$ cat src/sv/vms_pkg.sv
// shared types, constants and helpers for vector_magnitude_sqrt
// no dependencies; used by vms_ctrl, vms_dp and the top level
`timescale 1ns / 1ps

package vms_pkg;

  // polynomial and scaling coefficients
  localparam logic [15:0] K_A000 = 16'hA000;
  localparam logic [15:0] K_B333 = 16'hB333;
  localparam logic [15:0] K_B505 = 16'hB505;
  localparam logic [31:0] K_ROUND = 32'h0000_8000;

  // datapath operations issued by the controller
  typedef enum logic [4:0] {
    OP_NOP,
    OP_LOAD,
    OP_SQ_X,
    OP_SQ_Y,
    OP_NORM16,
    OP_NORM8,
    OP_NORM4,
    OP_NORM2,
    OP_NORM1,
    OP_P_INIT,
    OP_TP18,
    OP_TP17,
    OP_TP16,
    OP_MUL_A,
    OP_EP,
    OP_MUL_B,
    OP_SQ_E,
    OP_CORR,
    OP_SHIFT,
    OP_ROUND,
    OP_SMALL,
    OP_EMIT
  } dp_op_t;

  // controller states, one per datapath step; ST_N16 also issues the small-sum step
  typedef enum logic [4:0] {
    ST_IDLE,
    ST_SQ_X,
    ST_SQ_Y,
    ST_N16,
    ST_N8,
    ST_N4,
    ST_N2,
    ST_N1,
    ST_P_INIT,
    ST_TP18,
    ST_TP17,
    ST_TP16,
    ST_MUL_A,
    ST_EP,
    ST_MUL_B,
    ST_SQ_E,
    ST_CORR,
    ST_SHIFT,
    ST_ROUND,
    ST_EMIT
  } vms_state_t;

  typedef struct packed {
    dp_op_t op;
  } dp_cmd_t;

  typedef struct packed {
    logic s_small;  // sum is 0 or 1
    logic n_odd;    // normalize count is odd
  } dp_status_t;

  // magnitude of a signed 16-bit value; -32768 maps to 32768
  function automatic logic [15:0] abs16(input logic [15:0] v);
    logic [15:0] r;
    r = v[15] ? (~v + 16'd1) : v;
    return r;
  endfunction

endpackage

$ cat src/sv/vms_ctrl.sv
// sequencer for vector_magnitude_sqrt: walks the datapath through its steps
// depends on vms_pkg; drives vms_dp through dp_cmd_t and reads dp_status_t
`timescale 1ns / 1ps

module vms_ctrl
  import vms_pkg::*;
(
  input  logic       clk,
  input  logic       rst,
  input  logic       in_valid,
  output logic       in_ready,
  output logic       out_valid,
  input  logic       out_ready,
  input  dp_status_t status,
  output dp_cmd_t    cmd
);

  vms_state_t state, state_next;
  logic       out_valid_next;
  logic       emit;

  // state and output valid registers
  always_ff @(posedge clk) begin
    if (rst) begin
      state     <= ST_IDLE;
      out_valid <= 1'b0;
    end else begin
      state     <= state_next;
      out_valid <= out_valid_next;
    end
  end

  // next state and command
  always_comb begin
    state_next = state;
    cmd.op     = OP_NOP;
    emit       = 1'b0;
    unique case (state)
      ST_IDLE: begin
        if (in_valid) begin
          cmd.op     = OP_LOAD;
          state_next = ST_SQ_X;
        end
      end
      ST_SQ_X: begin
        cmd.op     = OP_SQ_X;
        state_next = ST_SQ_Y;
      end
      ST_SQ_Y: begin
        cmd.op     = OP_SQ_Y;
        state_next = ST_N16;
      end
      ST_N16: begin
        if (status.s_small) begin
          cmd.op     = OP_SMALL;
          state_next = ST_EMIT;
        end else begin
          cmd.op     = OP_NORM16;
          state_next = ST_N8;
        end
      end
      ST_N8: begin
        cmd.op     = OP_NORM8;
        state_next = ST_N4;
      end
      ST_N4: begin
        cmd.op     = OP_NORM4;
        state_next = ST_N2;
      end
      ST_N2: begin
        cmd.op     = OP_NORM2;
        state_next = ST_N1;
      end
      ST_N1: begin
        cmd.op     = OP_NORM1;
        state_next = ST_P_INIT;
      end
      ST_P_INIT: begin
        cmd.op     = OP_P_INIT;
        state_next = ST_TP18;
      end
      ST_TP18: begin
        cmd.op     = OP_TP18;
        state_next = ST_TP17;
      end
      ST_TP17: begin
        cmd.op     = OP_TP17;
        state_next = ST_TP16;
      end
      ST_TP16: begin
        cmd.op     = OP_TP16;
        state_next = ST_MUL_A;
      end
      ST_MUL_A: begin
        cmd.op     = OP_MUL_A;
        state_next = ST_EP;
      end
      ST_EP: begin
        cmd.op     = OP_EP;
        state_next = ST_MUL_B;
      end
      ST_MUL_B: begin
        cmd.op     = OP_MUL_B;
        state_next = ST_SQ_E;
      end
      ST_SQ_E: begin
        cmd.op     = OP_SQ_E;
        state_next = ST_CORR;
      end
      ST_CORR: begin
        cmd.op     = OP_CORR;
        state_next = ST_SHIFT;
      end
      ST_SHIFT: begin
        cmd.op     = OP_SHIFT;
        state_next = status.n_odd ? ST_ROUND : ST_EMIT;
      end
      ST_ROUND: begin
        cmd.op     = OP_ROUND;
        state_next = ST_EMIT;
      end
      ST_EMIT: begin
        if (!out_valid || out_ready) begin
          cmd.op     = OP_EMIT;
          emit       = 1'b1;
          state_next = ST_IDLE;
        end
      end
      default: begin
        state_next = ST_IDLE;
      end
    endcase
  end

  // output slot holds until taken
  assign out_valid_next = emit || (out_valid && !out_ready);
  assign in_ready       = (state == ST_IDLE);

endmodule

$ cat src/sv/vms_dp.sv
// datapath for vector_magnitude_sqrt: one shared 16x16 multiplier and work registers
// depends on vms_pkg; commanded by vms_ctrl
`timescale 1ns / 1ps

module vms_dp
  import vms_pkg::*;
(
  input  logic               clk,
  input  dp_cmd_t            cmd,
  input  logic signed [23:0] comp_x,
  input  logic signed [23:0] comp_y,
  output dp_status_t         status,
  output logic        [15:0] magnitude
);

  logic [15:0] mx, my;   // component magnitudes
  logic [31:0] s;        // sum, normalized sum, then correction residue
  logic [4:0]  n;        // normalize shift count
  logic [15:0] p;        // complemented top half of normalized sum
  logic [15:0] t;        // polynomial term
  logic [15:0] acc;      // polynomial accumulator
  logic [15:0] e;        // estimate
  logic [15:0] mul_a, mul_b;
  logic [31:0] prod;
  logic [15:0] sh18, sh17, sh16;
  logic [31:0] rnd;

  // operand select for the shared multiplier
  always_comb begin
    mul_a = '0;
    mul_b = '0;
    unique case (cmd.op)
      OP_SQ_X: begin
        mul_a = mx;
        mul_b = mx;
      end
      OP_SQ_Y: begin
        mul_a = my;
        mul_b = my;
      end
      OP_TP18, OP_TP17, OP_TP16: begin
        mul_a = t;
        mul_b = p;
      end
      OP_MUL_A: begin
        mul_a = t;
        mul_b = K_A000;
      end
      OP_EP: begin
        mul_a = e;
        mul_b = p;
      end
      OP_MUL_B: begin
        mul_a = e;
        mul_b = K_B333;
      end
      OP_SQ_E: begin
        mul_a = ~acc;
        mul_b = ~acc;
      end
      OP_ROUND: begin
        mul_a = e;
        mul_b = K_B505;
      end
      default: begin
        mul_a = '0;
        mul_b = '0;
      end
    endcase
  end

  assign prod = 32'(mul_a) * 32'(mul_b);
  assign sh18 = {2'b00, prod[31:18]};
  assign sh17 = {1'b0, prod[31:17]};
  assign sh16 = prod[31:16];
  assign rnd  = prod + K_ROUND;

  // work registers
  always_ff @(posedge clk) begin
    unique case (cmd.op)
      OP_LOAD: begin
        mx <= abs16(comp_x[23:8]);
        my <= abs16(comp_y[23:8]);
        n  <= '0;
      end
      OP_SQ_X: s <= prod;
      OP_SQ_Y: s <= s + prod;
      OP_NORM16: begin
        if (s[31:16] == '0) begin
          s <= s << 16;
          n <= n + 5'd16;
        end
      end
      OP_NORM8: begin
        if (s[31:24] == '0) begin
          s <= s << 8;
          n <= n + 5'd8;
        end
      end
      OP_NORM4: begin
        if (s[31:28] == '0) begin
          s <= s << 4;
          n <= n + 5'd4;
        end
      end
      OP_NORM2: begin
        if (s[31:30] == '0) begin
          s <= s << 2;
          n <= n + 5'd2;
        end
      end
      OP_NORM1: begin
        if (!s[31]) begin
          s <= s << 1;
          n <= n + 5'd1;
        end
      end
      OP_P_INIT: begin
        p   <= ~s[31:16];
        t   <= {1'b0, ~s[31:17]};
        acc <= {1'b0, ~s[31:17]};
      end
      OP_TP18: begin
        t   <= sh18;
        acc <= acc + sh18;
      end
      OP_TP17: begin
        t   <= sh17;
        acc <= acc + sh17;
      end
      OP_TP16: t <= sh16;
      OP_MUL_A: begin
        e   <= sh16;
        acc <= acc + sh16;
      end
      OP_EP: e <= sh16;
      OP_MUL_B: begin
        e   <= sh16;
        acc <= acc + sh16;
      end
      // residue of the normalized sum against the squared estimate
      OP_SQ_E: begin
        s <= s - prod;
        e <= ~acc;
      end
      // add residue shifted right arithmetically by 17
      OP_CORR:  e <= e + {s[31], s[31:17]};
      OP_SHIFT: e <= e >> n[4:1];
      OP_ROUND: e <= rnd[31:16];
      OP_SMALL: e <= s[15:0];
      OP_EMIT:  magnitude <= e;
      default: begin
      end
    endcase
  end

  assign status.s_small = (s[31:1] == '0);
  assign status.n_odd   = n[0];

endmodule

$ cat src/sv/vector_magnitude_sqrt.sv
// top level of vector_magnitude_sqrt: approximate length of a two-component vector
// depends on vms_pkg, vms_ctrl and vms_dp
//
// channel  | handshake            | payload
// ---------+----------------------+---------------------------------
// input    | in_valid / in_ready  | comp_x[23:0], comp_y[23:0] signed
// output   | out_valid / out_ready| magnitude[15:0]
//
// one item at a time; an item is squared, normalized, put through the polynomial,
// corrected, rescaled and, on an odd normalize shift count, rounded; a sum of 0
// or 1 goes straight to emit. the steps share one 16x16 multiplier doing one
// product per cycle and a five-step normalize shifter. in_ready is high again once
// the result is registered, so the next item can enter while it waits to be taken.
// synchronous reset clears the sequencer and output valid; a stalled output holds.
`timescale 1ns / 1ps

module vector_magnitude_sqrt
  import vms_pkg::*;
(
  input  logic               clk,
  input  logic               rst,
  input  logic               in_valid,
  output logic               in_ready,
  input  logic signed [23:0] comp_x,
  input  logic signed [23:0] comp_y,
  output logic               out_valid,
  input  logic               out_ready,
  output logic        [15:0] magnitude
);

  dp_cmd_t    cmd;
  dp_status_t status;

  // sequencer
  vms_ctrl u_ctrl (
    .clk       (clk),
    .rst       (rst),
    .in_valid  (in_valid),
    .in_ready  (in_ready),
    .out_valid (out_valid),
    .out_ready (out_ready),
    .status    (status),
    .cmd       (cmd)
  );

  // arithmetic
  vms_dp u_dp (
    .clk       (clk),
    .cmd       (cmd),
    .comp_x    (comp_x),
    .comp_y    (comp_y),
    .status    (status),
    .magnitude (magnitude)
  );

endmodule

$ cat config.mk
export PLATFORM = sky130hd
export DESIGN_NAME = vector_magnitude_sqrt
export DESIGN_NICKNAME = d
export VERILOG_FILES = /design/src/sv/vms_pkg.sv /design/src/sv/vms_ctrl.sv /design/src/sv/vms_dp.sv /design/src/sv/vector_magnitude_sqrt.sv
export SDC_FILE = /design/constraint.sdc
export NUM_CORES = 1
export LEC_CHECK = 0
export BUFFER_PORTS_ARGS = -buffer_cell sky130_fd_sc_hd__buf_2
export CORE_MARGIN = 2
export CORE_UTILIZATION = 50
export DETAILED_ROUTE_END_ITERATION = 7
export PLACE_DENSITY = 0.65
export SLEW_MARGIN = 20
export SYNTH_ARGS = -nofsm -noshare
export SYNTH_HDL_FRONTEND = slang
export SYNTH_SLANG_ARGS = --single-unit
$ cat constraint.sdc
create_clock -name clk -period 19.4 [get_ports clk]
set_clock_uncertainty 0.05 [all_clocks]
set_input_delay 1.94 -clock clk [delete_from_list [all_inputs] [get_ports clk]]
set_output_delay 1.94 -clock clk [all_outputs]
set_load 0.02 [all_outputs]
Word-level counts from Yosys, hierarchy flattened
Index checks and enable logic that the tools add are counted.
- bits in registers: 155
- output and inout bits: 18
- input port bits: 52
- logic and storage cells: 137
- eq/ne operators: 47
- bitwise gates (word level): 5
- add/sub/neg operators: 14
- mux-type cells: 30
- multipliers: 1
- reduce and logical (&&, ||, !) cells: 25
- shifts and indexed selects: 1
- operator list (operator ; number):
    32-bit one-hot mux with 8 select lines ; 1
    5-bit one-hot mux with 20 select lines ; 2
    32-bit 2-to-1 mux ; 5
    16-bit one-hot mux with 4 select lines ; 2
    16-bit one-hot mux with 7 select lines ; 1
    16-bit one-hot mux with 6 select lines ; 1
    5-bit by 4-bit equality test with 1-bit output (second input constant) ; 16
    16-bit one-hot mux with 5 select lines ; 1
    16-bit inverter ; 4
    5-bit equality test (second input constant) ; 10
    5-bit 2-to-1 mux ; 10
    5-bit by 3-bit equality test with 1-bit output (second input constant) ; 8
    16-bit by 1-bit adder with 16-bit output (second input constant) ; 2
    16-bit adder ; 2
    32-bit by 16-bit adder with 32-bit output (second input constant) ; 1
    32-bit adder ; 1
    16-bit by 16-bit multiplier with 32-bit output ; 1
    32-bit subtractor ; 1
    31-bit zero test ; 1
    15-bit 2-to-1 mux ; 2
    5-bit one-hot mux with 6 select lines ; 1
    5-bit by 2-bit equality test with 1-bit output (second input constant) ; 4
    16-bit by 14-bit adder with 16-bit output ; 1
    16-bit by 15-bit adder with 16-bit output ; 1
    other kinds (28) ; 44

Longest topological paths before layout
- depth in word-level cells: 10
- mapped depth: 49
- gate-level depth less buffers: 44

Hierarchy
From an unflattened synthesis, not the netlist that was laid out.
- cells, all modules: 2554
- area, all modules: 22121.2 µm²
- by module, submodules not included (module ; sequential area each (µm²) ; times used ; cells each ; area each (µm²)):
    vms_dp ; 4474.3 ; 1 ; 2493 ; 21649.5
    vms_ctrl ; 120.1 ; 1 ; 61 ; 471.7

Worst setup path after synthesis
Ideal clock, no wire load.
- kind: input -> register
- start: input out_ready
- end: register u_dp.s[31] (data pin)
- setup slack: 7183 ps
- arrival: 11911 ps
- stages: 41
- buffers on the path: 3
- setup time: 256 ps
- cells stage by stage: nand2b_1 -> nor2_1 -> o21ai_0 -> or2_2 -> nand2_1 -> o21ai_0 -> clkbuf_1 -> buf_1 -> a221oi_2 -> nor2_1 -> fa_1 -> inv_1 -> fa_1 -> fa_1 -> fa_1 -> inv_1 -> fa_1 -> inv_1 -> [5 not listed] -> xnor2_1 -> nor4b_1 -> nand2_1 -> nor4_1 -> a21oi_1 -> xnor2_1 -> ha_1 -> clkbuf_1 -> a21o_1 -> a21o_1 -> a21oi_1 -> o211ai_1 -> a311oi_1 -> o31ai_1 -> a21oi_1 -> xnor2_1 -> mux2_2 -> o211a_1
- longest elaborated chain between the ends: 9
- elaborated cells on any way between the ends: 27
- ends and longest elaborated chain (item ; RTL line ; text):
    start: declaration ; vector_magnitude_sqrt.sv:27 ; input logic out_ready,
    1-bit logical OR (*) ; vms_ctrl.sv:123 ; if (!out_valid || out_ready) begin
    5-bit 2-to-1 mux (*) ; vms_ctrl.sv:123 ;
    5-bit one-hot mux with 20 select lines (*) ; vms_ctrl.sv:38 ; unique case (state)
    5-bit by 4-bit equality test with 1-bit output or 5-bit equality test (tied branches) ; vms_dp.sv:32 ; unique case (cmd.op)
    4-bit OR reduction (no line) or 3-bit OR reduction (tied branches) ; - ;
    16-bit one-hot mux with 7 select lines or 16-bit one-hot mux with 5 select lines (tied branches) ; vms_dp.sv:32 ;
    16-bit by 16-bit multiplier with 32-bit output ; vms_dp.sv:72 ; assign prod = 32'(mul_a) * 32'(mul_b);
    32-bit subtractor or 32-bit adder (tied branches) ; vms_dp.sv:143, vms_dp.sv:87 ;
    32-bit one-hot mux with 8 select lines (*) ; vms_dp.sv:80 ; unique case (cmd.op)
    end signal: assignment ; vms_dp.sv:86 ; OP_SQ_X: s <= prod;
    end signal: assignment ; vms_dp.sv:87 ; OP_SQ_Y: s <= s + prod;
    end signal: assignment ; vms_dp.sv:143 ; s <= s - prod;
    end: declaration ; vms_dp.sv:17 ; logic [31:0] s;
Every way passes the cells marked *; elsewhere a longest branch is shown, timed or not.
A chain may end at the register's enable or synchronous reset.

Worst setup path in the final report
- start: register u_dp.s[29]
- end: register u_dp.s[31] (data pin)
- longest elaborated chain between the ends: 9
- elaborated cells on any way between the ends: 28
- ends and longest elaborated chain (item ; RTL line ; text):
    start signal: assignment ; vms_dp.sv:86 ;
    start signal: assignment ; vms_dp.sv:87 ;
    start signal: assignment ; vms_dp.sv:90 ; s <= s << 16;
    31-bit zero test ; vms_dp.sv:157 ; assign status.s_small = (s[31:1] == '0);
    5-bit 2-to-1 mux ; vms_ctrl.sv:54 ; if (status.s_small) begin
    5-bit one-hot mux with 20 select lines ; vms_ctrl.sv:38 ;
    5-bit by 4-bit equality test with 1-bit output or 5-bit equality test (tied branches) ; vms_dp.sv:32 ;
    4-bit OR reduction (no line) or 3-bit OR reduction (tied branches) ; - ;
    16-bit one-hot mux with 7 select lines or 16-bit one-hot mux with 5 select lines (tied branches) ; vms_dp.sv:32 ;
    16-bit by 16-bit multiplier with 32-bit output ; vms_dp.sv:72 ;
    32-bit subtractor or 32-bit adder (tied branches) ; vms_dp.sv:143, vms_dp.sv:87 ;
    32-bit one-hot mux with 8 select lines (*) ; vms_dp.sv:80 ;
Every way passes the cells marked *; elsewhere a longest branch is shown, timed or not. The select of a mux whose other input is x is not followed.

==> qor.yml <==
status: "finished, violations left"
violations: "design-rule violations"
synthToLayoutAreaGrowth_pct: 7.83
ctsHoldBuffers: 0
start_util_pct: 50.9
power.static_leakage_nw: 10.2
die_h_microns: 214
synth-edff-count: 149
post_cts_buffers: 0
yosysTopAreaCellShare_pct: 20.3
firstDrtPassIters: 8
ys_ff_latch: 155
internal-power_mw: 1.41
cts-buffers-inserted: 17
critPathRequiredTime_ns: 19.57
num_rows: 76
power_density_mw_per_mm2: 125
hold_viol: 0
grt-ovfl-total: 0
crit_slowest_cell: "nor4b_1"
cts_max_level: 4
nNetsFinal: 3020
place_congestion: 1.01
crit_arrival_ns: 14.05
port_buffers: 53
synthFlopType: "edfxtp_1"
clock_sinks: 155
critPathCaptureType: "flip-flop"
grt_pass1_vias: 20147
grt_usage_pct: 33.4
dp_hpwl_microns: 59400
die_w_microns: 214
ys_top_cells_by_area: "edfxtp_1 20%, fa_1 18%, ha_1 9.8%, nand2_1 4.9%, inv_1 4.9%"
worst_pin_slew_ns: 1.05
p_seq_share_pct: 19.0
worstPathMaxFanout: 17
clk_pin_slew_ns: 0.08
crit_type: "reg -> reg"
multi_input_area_sq_mm: 0.0160
fmax_mhz: 72.0
cts_resized: 0
synth_cells: 2579
period_minus_slack_ns: 13.89
seqCellArea_sq_mm: 0.00460
synth.largest_area_cell: "edfxtp_1"
final_layout_size_suffix_gt1_share_pct: 8.39
swShare_pct: 52.7
syn_area_per_cell_sq_um: 8.56
synth_area_sq_mm: 0.0221
crit_family: "simple AND/OR/NAND/NOR gates"
clock_latency_ns: 0.47
grt_first_pass_wirelength_microns: 118000
layoutNonFillerInstCount: 3196
startpoint_type: "flip-flop"
timing.setup.tns_ns: 0
irDropWorstVdd_uv: 173
ys.warnings.count: 0
grt_max_degree: 53
synth_nets: 3001
slew_headroom_pct: 29.8
antennaDiodeCount: 0
io_pins: 70
p_sw_mw: 1.57
antenna_found_initial: 1
wl_microns: 76500
cts_tree: "yes"
comb_power_share_pct: 69.1
critPathMaxStageDelay_ns: 0.80
hold_class: "reg -> reg"
die_area_sq_mm: 0.0458
ant_nets: 0
core_area_sq_mm: 0.0434
vias_per_cell: 6.41
hold_ws_ns: 0.634
nFillCells: 4071
slew_violations: 0
cp_num_buf_inv: 5
p_clk_share_pct: 12.0
clockRootBuffer: "clkbuf_16"
period_share_pct: 71.6
cts_buffer_depth: 2
reg2reg_setup_slack_ns: 5.51
ys_seq_area_share_pct: 20.8
yosysUniqueCellTypes: 89
num_vias: 20484
setup_violations: 0
drt_iter0_drc: 2609
maxCapViolations: 0
async_reset_ff_share_pct: 0
dpl.cell_count: 3163
drc: 4
rsz0062_at_grt: "no"
wl_per_cell_microns: 23.9
-- per-layer routing --
metal | GRT usage, % | part of all wire, % | vias to the layer above | routed length (microns)
met4 | 14.8 | 4.3 | 2 | 3310
met5 | 0 | 0.014 | - | 11
met2 | 53.4 | 45 | 1133 | 34500
met1 | 44.8 | 41 | 10036 | 31400
li1 | - | - | 9101 | -
met3 | 5.23 | 9.6 | 212 | 7320
-- metrics by stage --
| step | power, mW | worst slack (ns) | util (%) | cell area (sq um) |
|---|---|---|---|---|
| 2_1_floorplan | 1.96 | 7.18 | - | 22100 |
| 3_3_place_gp | 2.51 | 5.07 | 53.4 | 23200 |
| 3_5_place_dp | 2.55 | 5.01 | 53.4 | 23200 |
| 4_1_cts | 2.93 | 5.39 | 54.8 | 23800 |
| 5_1_grt | 3.18 | 4.71 | 54.9 | 23800 |
| 6_report | 2.98 | 5.51 | 54.9 | 23800 |
-- power groups by stage --
stage | clock (mW) | sequential [mW] | combinational [mW]
6_report | 0.357 | 0.566 | 2.06
3_3_place_gp | 0 | 0.563 | 1.95
2_1_floorplan | 0 | 0.503 | 1.46
3_5_place_dp | 0 | 0.563 | 1.99
4_1_cts | 0.356 | 0.556 | 2.02
5_1_grt | 0.368 | 0.563 | 2.25
-- registers in the layout, summed over array words and instances, names as in the netlist --
signal / flops
u_dp.s: 32
u_dp.acc: 16
u_dp.e: 16
u_dp.magnitude: 16
u_dp.mx: 16
u_dp.my: 16
u_dp.p: 16
u_dp.t: 16
u_ctrl.state: 5
u_dp.n: 5
u_ctrl.out_valid: 1
-- synthesized netlist by cell type, types with 16 or more instances --
master / number
nand2_1: 290
inv_1: 286
nor2_1: 279
fa_1: 197
ha_1: 173
a21oi_1: 163
edfxtp_1: 149
o21ai_0: 115
clkbuf_1: 99
xnor2_1: 96
nor3_1: 51
mux2i_1: 46
nand3_1: 37
xor2_1: 36
a221o_1: 33
a21o_1: 30
nand2b_1: 30
a211oi_1: 27
o22ai_1: 27
a221oi_1: 24
a222oi_1: 21
nor2b_1: 20
a22oi_1: 19
and2_1: 19
o211ai_1: 19
o31ai_1: 19
or2_2: 19
nor4_1: 16
o221ai_1: 16
-- worst reg2reg max path: cells and delay by family, from the launching register on --
kind,cells,cell delay (ns)
flops,1,0.68
xor+xnor,3,1.00
fa+ha+maj,8,3.41
mux,1,0.38
simple gates,11,4.42
compound gates,12,3.26
buf+inv,5,0.44
-- layout make-up --
class / instances / share of cell area (%)
tap: 585 / 3.08
timing repair buffer: 125 / 3.39
clock inverter: 15 / 0.789
inverter: 288 / 4.54
multi-input combinational: 2011 / 67.1
sequential: 155 / 19.3
clock buffer: 17 / 1.79
-- layout by cell type, fill, tap and decap left out, drive strengths merged, types with 51 or more instances in the layout --
cell type,synthesis,layout
edfxtp,149,149
buf,25,125
nor3,51,51
fa,197,197
inv,287,295
nand2,291,291
a21oi,163,163
xnor2,97,97
ha,173,173
o21ai,118,118
nor2,279,279
-- final timing paths --
path                              from                           to  cells after the start
setup / recovery  u_dp.s[29]$_DFFE_PP_         u_dp.s[31]$_DFFE_PP_                     40
hold / removal     u_dp.e[1]$_DFFE_PP_  u_dp.magnitude[1]$_DFFE_PN_                      0
setup reg to reg  u_dp.s[29]$_DFFE_PP_         u_dp.s[31]$_DFFE_PP_                     40
hold reg to reg    u_dp.e[1]$_DFFE_PP_  u_dp.magnitude[1]$_DFFE_PN_                      0
-- kinds of logic (layout without fill, tap and decap cells) --
family	count (synthesis)	in the layout	synth area share, %
buf+inv	413	445	7.11
xor+xnor	135	135	5.46
fa+ha+maj	371	371	27.7
mux	53	53	2.60
compound gates	614	614	19.0
simple gates	838	838	17.3
flops	155	155	20.8
No activity file was read; power rests on OpenSTA's default activity.
